--- config.mk ---
export PLATFORM = sky130hd
export DESIGN_NAME = xor_packet_deframer_core
export DESIGN_NICKNAME = d
export VERILOG_FILES = /design/src/sv/xpd_pkg.sv /design/src/sv/xpd_in_stage.sv /design/src/sv/xpd_parser.sv /design/src/sv/xpd_out_stage.sv /design/src/sv/xor_packet_deframer_core.sv
export SDC_FILE = /design/constraint.sdc
export NUM_CORES = 1
export LEC_CHECK = 0
export ABC_AREA = 0
export CAP_MARGIN = 20
export CORE_MARGIN = 5
export CORE_UTILIZATION = 60
export DETAILED_ROUTE_END_ITERATION = 10
export DONT_BUFFER_PORTS = 1
export PLACE_DENSITY = 0.82
export SETUP_SLACK_MARGIN = 0.05
export SLEW_MARGIN = 20
export SYNTH_ARGS = -nofsm -noshare
export SYNTH_HDL_FRONTEND = slang
export SYNTH_SLANG_ARGS = --single-unit
--- constraint.sdc ---
create_clock -name clk_i -period 6.5 [get_ports clk_i]
set_input_delay 0.65 -clock clk_i [delete_from_list [all_inputs] [get_ports clk_i]]
set_output_delay 0.65 -clock clk_i [all_outputs]
set_load 0.05 [all_outputs]
--- src/sv/xpd_pkg.sv ---
`timescale 1ns / 1ps

package xpd_pkg;

  // Largest accepted payload length by default
  localparam int MAX_PAYLOAD_DEF = 64;
  // Start byte, length byte and two command bytes
  localparam int HEADER_BYTES    = 4;
  localparam int BYTE_SHIFT      = 8;

  localparam logic [7:0] START_MARKER_RST = 8'hAA;

  // Positions of the header bytes within a frame
  localparam int POS_START  = 0;
  localparam int POS_LEN    = 1;
  localparam int POS_CMD_HI = 2;
  localparam int POS_CMD_LO = 3;

  // Result kinds
  localparam logic KIND_PAYLOAD = 1'b0;
  localparam logic KIND_SUMMARY = 1'b1;

  typedef struct packed {
    logic [7:0] rx_byte;
    logic       frame_begin;
  } xpd_in_t;

  typedef struct packed {
    logic        item_kind;
    logic [7:0]  payload_byte;
    logic [5:0]  payload_index;
    logic [15:0] command_word;
    logic [6:0]  payload_length;
    logic        start_error;
    logic        length_error;
    logic        checksum_error;
  } xpd_out_t;

  // Parser result toward the output register
  typedef struct packed {
    logic     valid;
    xpd_out_t item;
  } xpd_res_t;

endpackage

--- src/sv/xpd_in_stage.sv ---
`timescale 1ns / 1ps

module xpd_in_stage import xpd_pkg::*; (
  input  logic    clk_i,
  input  logic    rst_ni,
  input  logic    in_valid_i,
  output logic    in_stall_o,
  input  xpd_in_t in_data_i,
  input  logic    take_i,
  output logic    item_valid_o,
  output xpd_in_t item_o
);

  logic    valid_q, valid_d;
  xpd_in_t data_q;
  logic    accept;

  // Stall only while a held byte cannot advance this cycle
  assign in_stall_o = valid_q && !take_i;
  assign accept     = in_valid_i && !in_stall_o;

  always_comb begin
    valid_d = valid_q;
    if (accept) begin
      valid_d = 1'b1;
    end else if (take_i) begin
      valid_d = 1'b0;
    end
  end

  always_ff @(posedge clk_i or negedge rst_ni) begin
    if (!rst_ni) begin
      valid_q <= 1'b0;
    end else begin
      valid_q <= valid_d;
    end
  end

  always_ff @(posedge clk_i) begin
    if (accept) begin
      data_q <= in_data_i;
    end
  end

  assign item_valid_o = valid_q;
  assign item_o       = data_q;

endmodule

--- src/sv/xpd_parser.sv ---
`timescale 1ns / 1ps

module xpd_parser import xpd_pkg::*; #(
  parameter int MaxPayload = MAX_PAYLOAD_DEF
) (
  input  logic       clk_i,
  input  logic       rst_ni,
  input  logic       fire_i,
  input  xpd_in_t    item_i,
  input  logic [7:0] marker_i,
  output xpd_res_t   res_o
);

  localparam int POS_W = $clog2(MaxPayload + HEADER_BYTES + 1);
  localparam int LEN_W = $clog2(MaxPayload + 1);
  localparam logic [7:0] MAX_B = 8'(MaxPayload);

  logic [POS_W-1:0] pos_q, pos_d, pos_e;
  logic             active_q, active_d, active_e;
  logic [7:0]       xor_q, xor_d, xor_e;
  logic [15:0]      cmd_q, cmd_d, cmd_e;
  logic [LEN_W-1:0] len_q, len_d, len_e;
  logic [1:0]       err_q, err_d, err_e;

  logic [7:0]       b;
  logic [POS_W-1:0] idx_w;
  logic [POS_W+5:0] idx_ext;
  logic [LEN_W+6:0] len_ext;

  assign b       = item_i.rx_byte;
  assign idx_w   = pos_e - POS_W'(HEADER_BYTES);
  assign idx_ext = {6'b0, idx_w};
  assign len_ext = {7'b0, len_e};

  // Effective state: a begin marker restarts the frame at this byte
  always_comb begin
    pos_e    = pos_q;
    active_e = active_q;
    xor_e    = xor_q;
    cmd_e    = cmd_q;
    len_e    = len_q;
    err_e    = err_q;
    if (item_i.frame_begin) begin
      pos_e    = '0;
      active_e = 1'b1;
      xor_e    = '0;
      cmd_e    = '0;
      len_e    = '0;
      err_e    = '0;
    end
  end

  always_comb begin
    pos_d    = pos_e;
    active_d = active_e;
    xor_d    = xor_e;
    cmd_d    = cmd_e;
    len_d    = len_e;
    err_d    = err_e;
    res_o    = '0;
    if (active_e) begin
      xor_d = xor_e ^ b;
      pos_d = pos_e + POS_W'(1);
      if (pos_e == POS_W'(POS_START)) begin
        if (b != marker_i) begin
          err_d[0] = 1'b1;
        end
      end else if (pos_e == POS_W'(POS_LEN)) begin
        // Oversize length counts as zero payload bytes
        if (b > MAX_B) begin
          err_d[1] = 1'b1;
          len_d    = '0;
        end else begin
          len_d = LEN_W'(b);
        end
      end else if (pos_e == POS_W'(POS_CMD_HI)) begin
        cmd_d = 16'(b) << BYTE_SHIFT;
      end else if (pos_e == POS_W'(POS_CMD_LO)) begin
        cmd_d = cmd_e | 16'(b);
      end else if (pos_e < POS_W'(HEADER_BYTES) + POS_W'(len_e)) begin
        res_o.valid              = 1'b1;
        res_o.item.item_kind     = KIND_PAYLOAD;
        res_o.item.payload_byte  = b;
        res_o.item.payload_index = idx_ext[5:0];
      end else begin
        // Checksum byte closes the frame
        res_o.valid               = 1'b1;
        res_o.item.item_kind      = KIND_SUMMARY;
        res_o.item.command_word   = cmd_e;
        res_o.item.payload_length = len_ext[6:0];
        res_o.item.start_error    = err_e[0];
        res_o.item.length_error   = err_e[1];
        res_o.item.checksum_error = (b != xor_e);
        active_d = 1'b0;
        pos_d    = '0;
        xor_d    = '0;
      end
    end
  end

  always_ff @(posedge clk_i or negedge rst_ni) begin
    if (!rst_ni) begin
      pos_q    <= '0;
      active_q <= 1'b0;
      xor_q    <= '0;
      cmd_q    <= '0;
      len_q    <= '0;
      err_q    <= '0;
    end else if (fire_i) begin
      pos_q    <= pos_d;
      active_q <= active_d;
      xor_q    <= xor_d;
      cmd_q    <= cmd_d;
      len_q    <= len_d;
      err_q    <= err_d;
    end
  end

  a_summary_closes: assert property (@(posedge clk_i) disable iff (!rst_ni)
    fire_i && res_o.valid && (res_o.item.item_kind == KIND_SUMMARY) |=> !active_q)
    else $error("frame still active after summary");

  a_payload_past_header: assert property (@(posedge clk_i) disable iff (!rst_ni)
    fire_i && res_o.valid && (res_o.item.item_kind == KIND_PAYLOAD)
    |=> pos_q > POS_W'(HEADER_BYTES))
    else $error("payload byte emitted inside header");

  a_idle_clean: assert property (@(posedge clk_i) disable iff (!rst_ni)
    !active_q |-> (pos_q == '0) && (xor_q == '0))
    else $error("idle parser holds stale position or checksum");

endmodule

--- src/sv/xpd_out_stage.sv ---
`timescale 1ns / 1ps

module xpd_out_stage import xpd_pkg::*; (
  input  logic     clk_i,
  input  logic     rst_ni,
  input  logic     load_i,
  input  xpd_res_t res_i,
  output logic     ready_o,
  output logic     out_valid_o,
  input  logic     out_stall_i,
  output xpd_out_t out_data_o
);

  logic     valid_q, valid_d;
  xpd_out_t data_q;
  logic     load_res;

  // Register can take a new result when empty or being drained
  assign ready_o  = !valid_q || !out_stall_i;
  assign load_res = ready_o && load_i && res_i.valid;

  always_comb begin
    valid_d = valid_q;
    if (ready_o) begin
      valid_d = load_res;
    end
  end

  always_ff @(posedge clk_i or negedge rst_ni) begin
    if (!rst_ni) begin
      valid_q <= 1'b0;
    end else begin
      valid_q <= valid_d;
    end
  end

  always_ff @(posedge clk_i) begin
    if (load_res) begin
      data_q <= res_i.item;
    end
  end

  assign out_valid_o = valid_q;
  assign out_data_o  = data_q;

endmodule

--- src/sv/xor_packet_deframer_core.sv ---
`timescale 1ns / 1ps

// Channel   Direction  Handshake                 Payload
// in        input      in_valid_i / in_stall_o   in_data_i  (xpd_in_t)
// out       output     out_valid_o / out_stall_i out_data_o (xpd_out_t)
// cfg       input      cfg_valid_i / cfg_ready_o cfg_data_i (start marker)
//
// One byte per cycle sustained while out_stall_i is low; a transferred byte is held in
// the input register, and its result is loaded into the result register as it advances.
// The parser state update and result selection sit between the two registers.
// Reset clears the frame state and the handshake flags; start marker resets to 0xAA.
// A stalled result register holds the byte in the input register, which then
// stalls the input channel; a byte that gives no result still waits its turn.

module xor_packet_deframer_core import xpd_pkg::*; #(
  parameter int MaxPayload = MAX_PAYLOAD_DEF
) (
  input  logic       clk_i,
  input  logic       rst_ni,
  input  logic       in_valid_i,
  output logic       in_stall_o,
  input  xpd_in_t    in_data_i,
  output logic       out_valid_o,
  input  logic       out_stall_i,
  output xpd_out_t   out_data_o,
  input  logic       cfg_valid_i,
  output logic       cfg_ready_o,
  input  logic [7:0] cfg_data_i
);

  logic [7:0] marker_q;
  logic       item_valid;
  xpd_in_t    item;
  logic       out_ready;
  logic       fire;
  xpd_res_t   res;

  // Configuration writes are always taken
  assign cfg_ready_o = 1'b1;

  always_ff @(posedge clk_i or negedge rst_ni) begin
    if (!rst_ni) begin
      marker_q <= START_MARKER_RST;
    end else if (cfg_valid_i && cfg_ready_o) begin
      marker_q <= cfg_data_i;
    end
  end

  // Advance the held byte whenever the result register can take its result
  assign fire = item_valid && out_ready;

  xpd_in_stage u_in_stage (
    .clk_i        (clk_i),
    .rst_ni       (rst_ni),
    .in_valid_i   (in_valid_i),
    .in_stall_o   (in_stall_o),
    .in_data_i    (in_data_i),
    .take_i       (fire),
    .item_valid_o (item_valid),
    .item_o       (item)
  );

  xpd_parser #(
    .MaxPayload (MaxPayload)
  ) u_parser (
    .clk_i    (clk_i),
    .rst_ni   (rst_ni),
    .fire_i   (fire),
    .item_i   (item),
    .marker_i (marker_q),
    .res_o    (res)
  );

  xpd_out_stage u_out_stage (
    .clk_i       (clk_i),
    .rst_ni      (rst_ni),
    .load_i      (fire),
    .res_i       (res),
    .ready_o     (out_ready),
    .out_valid_o (out_valid_o),
    .out_stall_i (out_stall_i),
    .out_data_o  (out_data_o)
  );

  a_cfg_write_lands: assert property (@(posedge clk_i) disable iff (!rst_ni)
    cfg_valid_i && cfg_ready_o |=> marker_q == $past(cfg_data_i))
    else $error("start marker write lost");

  a_out_hold: assert property (@(posedge clk_i) disable iff (!rst_ni)
    out_valid_o && out_stall_i |=> out_valid_o && $stable(out_data_o))
    else $error("stalled result changed or dropped");

  a_no_fire_when_full: assert property (@(posedge clk_i) disable iff (!rst_ni)
    out_valid_o && out_stall_i |-> !fire)
    else $error("byte advanced into a stalled result register");

endmodule

==> flow_summary.toml, run 1 <==
[floorplanning]
rows = 32
die-area_um2 = 9840
ios = 66
die_x_um = 99.2
start_util_pct = 61.8
fp.dieH_um = 99.2
core-area_um2 = 7730

[detailed_routing]
firstDrtPassIters = 5
drc_errors = 0
drtIter0Drc = 151
ant_nets = 0
avgRoutedWirePerCell_um = 18.6
via_per_inst = 6.02
dr_total_vias = 3035
drt-total-wl_mm = 9.39

[place]
place.gp.congestion = 0.841
dp.cells = 486
io_buffers = 0
dp_hpwl_mm = 6.26
dpl_cell_area_um2 = 4810

[cts]
cts.clk_slew.worst_paths_ps = 100
cts_max_level = 3
clk_latency_ps = 370
post_cts_buffers = 0
ctsResizeCount = 0
cts-root-buf = "clkbuf_8"
numCtsBuffers = 9
tritoncts = "yes"
cts_sinks = 101
cts_buffer_depth = 2

[timing]
setup_violations = 0
fin_skew_ps = 13.6
hold_viol = 0
min_period_ps = 3420
tns_ps = 0
rsz0062_at_grt = "no"
slew_viol_final = 0
clock.fmax_ghz = 0.293
worstMarginPinSlew_ps = 995
finalCritPeriodShare_pct = 52.5
slew-limit-headroom_pct = 33.5

[worst_setup_path]
max_stage_delay_ps = 830
cp_slowest_cell = "nor4b_4"
cp_max_fo = 44
critPathLaunchType = "flip-flop"
crit_arrival_ps = 3650
end_kind = "flip-flop"
path_buf_inv = 3
crit_type = "reg2reg"
crit_required_ps = 6740
rrSetupSlack_ps = 3080
critPathTopFamily = "simple AND/OR/NAND/NOR gates"
rr_startpoint = "u_in_stage.item_o[0]$_DFFE_PP_"
worst_r2r_endpoint = "u_out_stage.out_data_o[1]$_SDFFCE_PP0P_"
reg2regPathDepth = 9
crit_chain = "buf_4 -> clkinv_1 -> nand2_1 -> inv_1 -> ha_1 -> nor4_2 -> nor2_2 -> nor4b_4 -> and2_1"

[global_route]
overflow = 0
grt_use_total_pct = 20.1
grt_max_degree = 48
grt_pass1_wl_mm = 15.6
grt_pass1_vias = 3033
antenna_found_initial = 0

[logic_synthesis]
yosysSeqAreaShare_pct = 58.3
yosysMostFrequentCell = "edfxtp_1"
synthArstFlopShare_pct = 50.5
synth_seq_cells = 101
synth_top_cells_by_area = "edfxtp_1 (31%), dfrtp_1 (25%), and2_1 (4.6%), a22o_1 (4.2%), ha_1 (3.4%)"
synth-edff-count = 50
synth_top_cell_area_share_pct = 31.4
synth_common_cells = "edfxtp_1 (50), dfrtp_1 (47), nand2_1 (39)"
synth_nets = 442
yosys_warnings = 0
syn_avg_cell_area_um2 = 11.7
netlist_area_um2 = 4780
yosys.area.top_type = "edfxtp_1"
yosys.cell_types.count = 50
ys.flop_type = "edfxtp_1"
syn_inst = 407

[layout]
design_area_um2 = 5070
finish.utilization_pct = 65.7
fill_cells = 562
nNetsFinal = 432
instances_no_fill = 504
drive_above_1_share_pct = 10.7
antenna_cells = 0
area_growth_pct = 6.26
seq_area_um2 = 2780
multi_input_area_um2 = 1870

[flow_run]
drv_cap = 0

[power]
total_power_mw = 2.16
power_leakage_nw = 2.01
ir_drop_v = 0.000234
powerDensity_nw_per_um2 = 425

[outcome]
status = "finished clean"

[min_path]
hp-class = "in2async"
[cell type report]
cell class | count | share of cell area [%]
multi-input combinational | 276 | 36.9
timing repair buffer | 3 | 1.08
inverter | 6 | 0.444
tap | 102 | 2.51
clock buffer | 9 | 2.44
sequential | 101 | 54.8
clock inverter | 7 | 1.80
[sequential cells by signal (all words and copies together), names as in the netlist]
signal,flops
u_out_stage.out_data_o,41
u_parser.cmd_q,16
u_in_stage.item_o,9
marker_q,8
u_parser.xor_q,8
u_parser.len_q,7
u_parser.pos_q,7
u_parser.err_q,2
u_in_stage.item_valid_o,1
u_out_stage.out_valid_o,1
u_parser.active_q,1
[power by group]
| part | leakage [nW] | total, mW | internal, mW | switching, mW |
|---|---|---|---|---|
| Sequential | 1.13 | 1.24 | 0.862 | 0.377 |
| Clock | 0.105 | 0.419 | 0.186 | 0.232 |
| Combinational | 0.768 | 0.501 | 0.196 | 0.305 |
[worst reg2reg max path, delay by kind of cell (launching register included)]
family | cells | cell delay, ps
adder cells (fa/ha/maj) | 1 | 290
flip-flops | 1 | 330
buffers and inverters | 3 | 880
AND/OR/NAND/NOR | 5 | 1780
[what timing repair did]
action                                  in CTS  in global routing
endpoints found under the hold margin       47                  0
endpoints found under the setup margin       0                  0
hold buffers                                 1                  0
[cell usage in the layout (no fill, tap or decap), types with 3 or more instances in the layout]
cell	netlist	layout
inv_1	5	5
dfstp_2	4	4
clkbuf_8	0	9
a31oi_1	4	4
nand3_1	7	7
nor2_1	25	24
xor2_1	9	9
o21ai_1	12	11
o21ai_0	18	18
nor3_1	6	6
dfrtp_1	47	47
xnor2_1	11	11
nand2_1	39	39
nor4bb_1	4	4
a22oi_1	4	4
ha_1	13	13
mux2_2	8	8
nor3b_1	6	6
a22o_1	23	23
a21oi_1	12	12
edfxtp_1	50	50
and2_1	35	35
nand4_1	3	3
o31ai_1	3	3
nor2b_1	7	7
[metrics by stage]
stage | hold slack, ps | setup slack, ps
finish | 108 | 3080
global route | 84.4 | 2750
CTS | 99.0 | 2950
detailed placement | 356 | 2990
global placement | 357 | 3160
floorplan | 354 | 2550
[per-layer routing]
layer  wire length (um)  part of all wire [%]  vias up  GRT usage, %
met3                488                   5.2        8          5.82
met4                 85                  0.90        0          5.46
li1                   -                     -     1437             -
met2               4620                    49       83          31.8
met5                  0                     0        -             0
met1               4200                    45     1507          27.3
[how the worst max path moves through the flow]
stage                                   start                                  endpoint  slack (ps)  cells after the start
6_report       u_in_stage.item_o[0]$_DFFE_PP_   u_out_stage.out_data_o[1]$_SDFFCE_PP0P_        3080                      9
4_1_cts        u_in_stage.item_o[0]$_DFFE_PP_   u_out_stage.out_data_o[2]$_SDFFCE_PP0P_        2950                      8
3_3_place_gp   u_in_stage.item_o[0]$_DFFE_PP_   u_out_stage.out_data_o[1]$_SDFFCE_PP0P_        3160                      8
2_1_floorplan  u_in_stage.item_o[0]$_DFFE_PP_   u_out_stage.out_data_o[0]$_SDFFCE_PP0P_        2550                      9
3_5_place_dp   u_in_stage.item_o[0]$_DFFE_PP_  u_out_stage.out_data_o[18]$_SDFFCE_PP0P_        2990                      8
5_1_grt        u_in_stage.item_o[0]$_DFFE_PP_   u_out_stage.out_data_o[8]$_SDFFCE_PP0P_        2750                      9
[cells by family after synthesis]
kind of cell / count (synthesis) / share of synthesized area, %
other: 1 / 0.0785
flip-flops: 101 / 58.3
multiplexers: 8 / 1.89
AO/OA/AOI/OAI: 87 / 12.6
AND/OR/NAND/NOR: 147 / 17.3
XOR/XNOR: 20 / 3.67
buffers and inverters: 30 / 2.78
adder cells (fa/ha/maj): 13 / 3.41
Note: power is estimated with default switching activity, not from simulation.
==> inputs of run 2 (changes only) <==
==> constraint.sdc (replaced) <==
create_clock -name clk_i -period 3.3 [get_ports clk_i]
set_input_delay 0.33 -clock clk_i [delete_from_list [all_inputs] [get_ports clk_i]]
set_output_delay 0.33 -clock clk_i [all_outputs]
set_load 0.05 [all_outputs]
==> run 2 against run 1 <==
- via count is 2.0% higher
- sequential share of layout area is 0.27 points lower
- global-route usage is 0.47 points higher
- non-clock buffer count is 5 higher
- hold slack worse by 68 ps
- die area stayed put
- highest routed layer is now met5
- sequential power is 98% higher
- combinational power is 100% higher
==> flow_summary.toml, run 2 (synthesis gave the netlist of run 1 again) <==
[outcome]
status = "finished clean"

[layout]
largest_register_ffs = 41
drive_above_1_share_pct = 11.5
antenna_cells = 0
design_area_um2 = 5100
instances_no_fill = 509
final_common_cell = "edfxtp_1"
final_cell_mix = "edfxtp_1 (50), dfrtp_1 (47), nand2_1 (39)"
nNetsFinal = 437
area_growth_pct = 6.79

[timing]
tns_ps = 0
setup_violations = 0
hold_viol = 0
slew_viol_final = 0
clock.fmax_ghz = 0.355
worstMarginPinSlew_ps = 693
fin_skew_ps = 13.3
rsz0062_at_grt = "no"
min_period_ps = 2810
slew-limit-headroom_pct = 53.8
finalCritPeriodShare_pct = 85.3

[power]
intPower_mw = 2.39
powerDensity_nw_per_um2 = 833
ir_drop_v = 0.000522
p_seq_share_pct = 57.7
power_leakage_nw = 2.03
total_power_mw = 4.25
netSwitchingPower_mw = 1.85
clock_power_share_pct = 18.7
p_sw_share_pct = 43.6
p_comb_share_pct = 23.6

[detailed_routing]
drtIter0Drc = 244
via_per_inst = 6.08
drc_errors = 0
drt-total-wl_mm = 9.48
firstDrtPassIters = 5
dr_total_vias = 3095
ant_nets = 0
avgRoutedWirePerCell_um = 18.6

[cts]
cts_sinks = 101
numCtsBuffers = 9
cts_max_level = 3
tritoncts = "yes"
cts_buffer_depth = 2
cts-root-buf = "clkbuf_8"
ctsResizeCount = 0
clk_latency_ps = 380
cts.clk_slew.worst_paths_ps = 110

[worst_setup_path]
crit_required_ps = 3540
crit_type = "reg2reg"
cp_common_cell = "nor2_2"
crit_arrival_ps = 3050
cp_slowest_cell = "nor2_2"
cp_max_fo = 14
end_kind = "flip-flop"
crit_chain = "buf_4 -> clkinv_1 -> nand2_1 -> inv_1 -> ha_1 -> nor4_2 -> nor2_2 -> nor2_2 -> o21ai_0"
critPathLaunchType = "flip-flop"
max_stage_delay_ps = 560

[flow_run]
drv_cap = 0

[floorplanning]
fp.dieH_um = 99.2
die_x_um = 99.2
start_util_pct = 61.8
die-area_um2 = 9840
core-area_um2 = 7730
ios = 66
rows = 32

[global_route]
grt_max_degree = 52
antenna_found_initial = 1
grt_pass1_vias = 3085
overflow = 0
grt_pass1_wl_mm = 15.8
grt_use_total_pct = 20.5

[place]
place.gp.congestion = 0.864
io_buffers = 0
dp_hpwl_mm = 6.41
dp.cells = 491
dpl_cell_area_um2 = 4850

[min_path]
hp-class = "in2reg"
## run 2: worst max-delay path: cells and delay by family (launching register included)
kind	cells	cell delay (ps)
buffers and inverters	3	540
DFF	1	340
and+or+nand+nor	4	1270
adders and majority gates	1	320
AOI/OAI and AO/OA	1	190
## run 2: power by group through the flow
stage,Sequential (mW),Combinational (mW),Clock [mW]
global placement,2.46,0.935,0
finish,2.45,1.00,0.795
detailed placement,2.48,0.985,0
CTS,2.45,1.01,0.814
global route,2.48,1.12,0.883
floorplan,2.37,0.804,0
## run 2: worst paths after layout
kind / from / to / slack, ps / cells past startpoint
min in group asynchronous: rst_ni / u_parser.cmd_q[10]$_DFFE_PN0P_ / 500 / 2
max in group asynchronous: rst_ni / marker_q[5]$_DFFE_PN1P_ / 2540 / 2
hold reg to reg: u_parser.cmd_q[5]$_DFFE_PN0P_ / u_parser.cmd_q[5]$_DFFE_PN0P_ / 510 / 1
hold / removal: in_data_i[7] / u_in_stage.item_o[7]$_DFFE_PP_ / 40 / 0
setup / recovery: u_in_stage.item_o[0]$_DFFE_PP_ / u_parser.pos_q[2]$_DFFE_PN0P_ / 490 / 9
setup reg to reg: u_in_stage.item_o[0]$_DFFE_PP_ / u_parser.pos_q[2]$_DFFE_PN0P_ / 490 / 9
## run 2: per-stage QoR
stage	worst slack [ps]	utilization [%]	hold slack, ps
6_report	487	66.0	40.5
3_3_place_gp	671	62.7	36.7
2_1_floorplan	504	-	34.4
3_5_place_dp	547	62.7	36.7
4_1_cts	521	65.9	28.0
5_1_grt	245	66.0	16.1
## run 2: timing repair
item,4_1_cts,5_1_grt
buffers inserted,0,0
hold buffers,2,0
endpoints found under the hold margin,51,0
## run 2: cell type report
cell class / count / area, um^2
fill: 554 / 2630
tap: 102 / 128
timing repair buffer: 8 / 82.6
clock buffer: 9 / 124
multi-input combinational: 276 / 1870
sequential: 101 / 2780
inverter: 6 / 22.5
clock inverter: 7 / 88.8
## run 2: metal layers
layer	vias up	routed length (um)	GRT usage, %
li1	1449	-	-
met3	16	621	5.82
met2	132	4650	32.3
met4	2	126	7.14
met5	-	7	0
met1	1496	4070	27.5
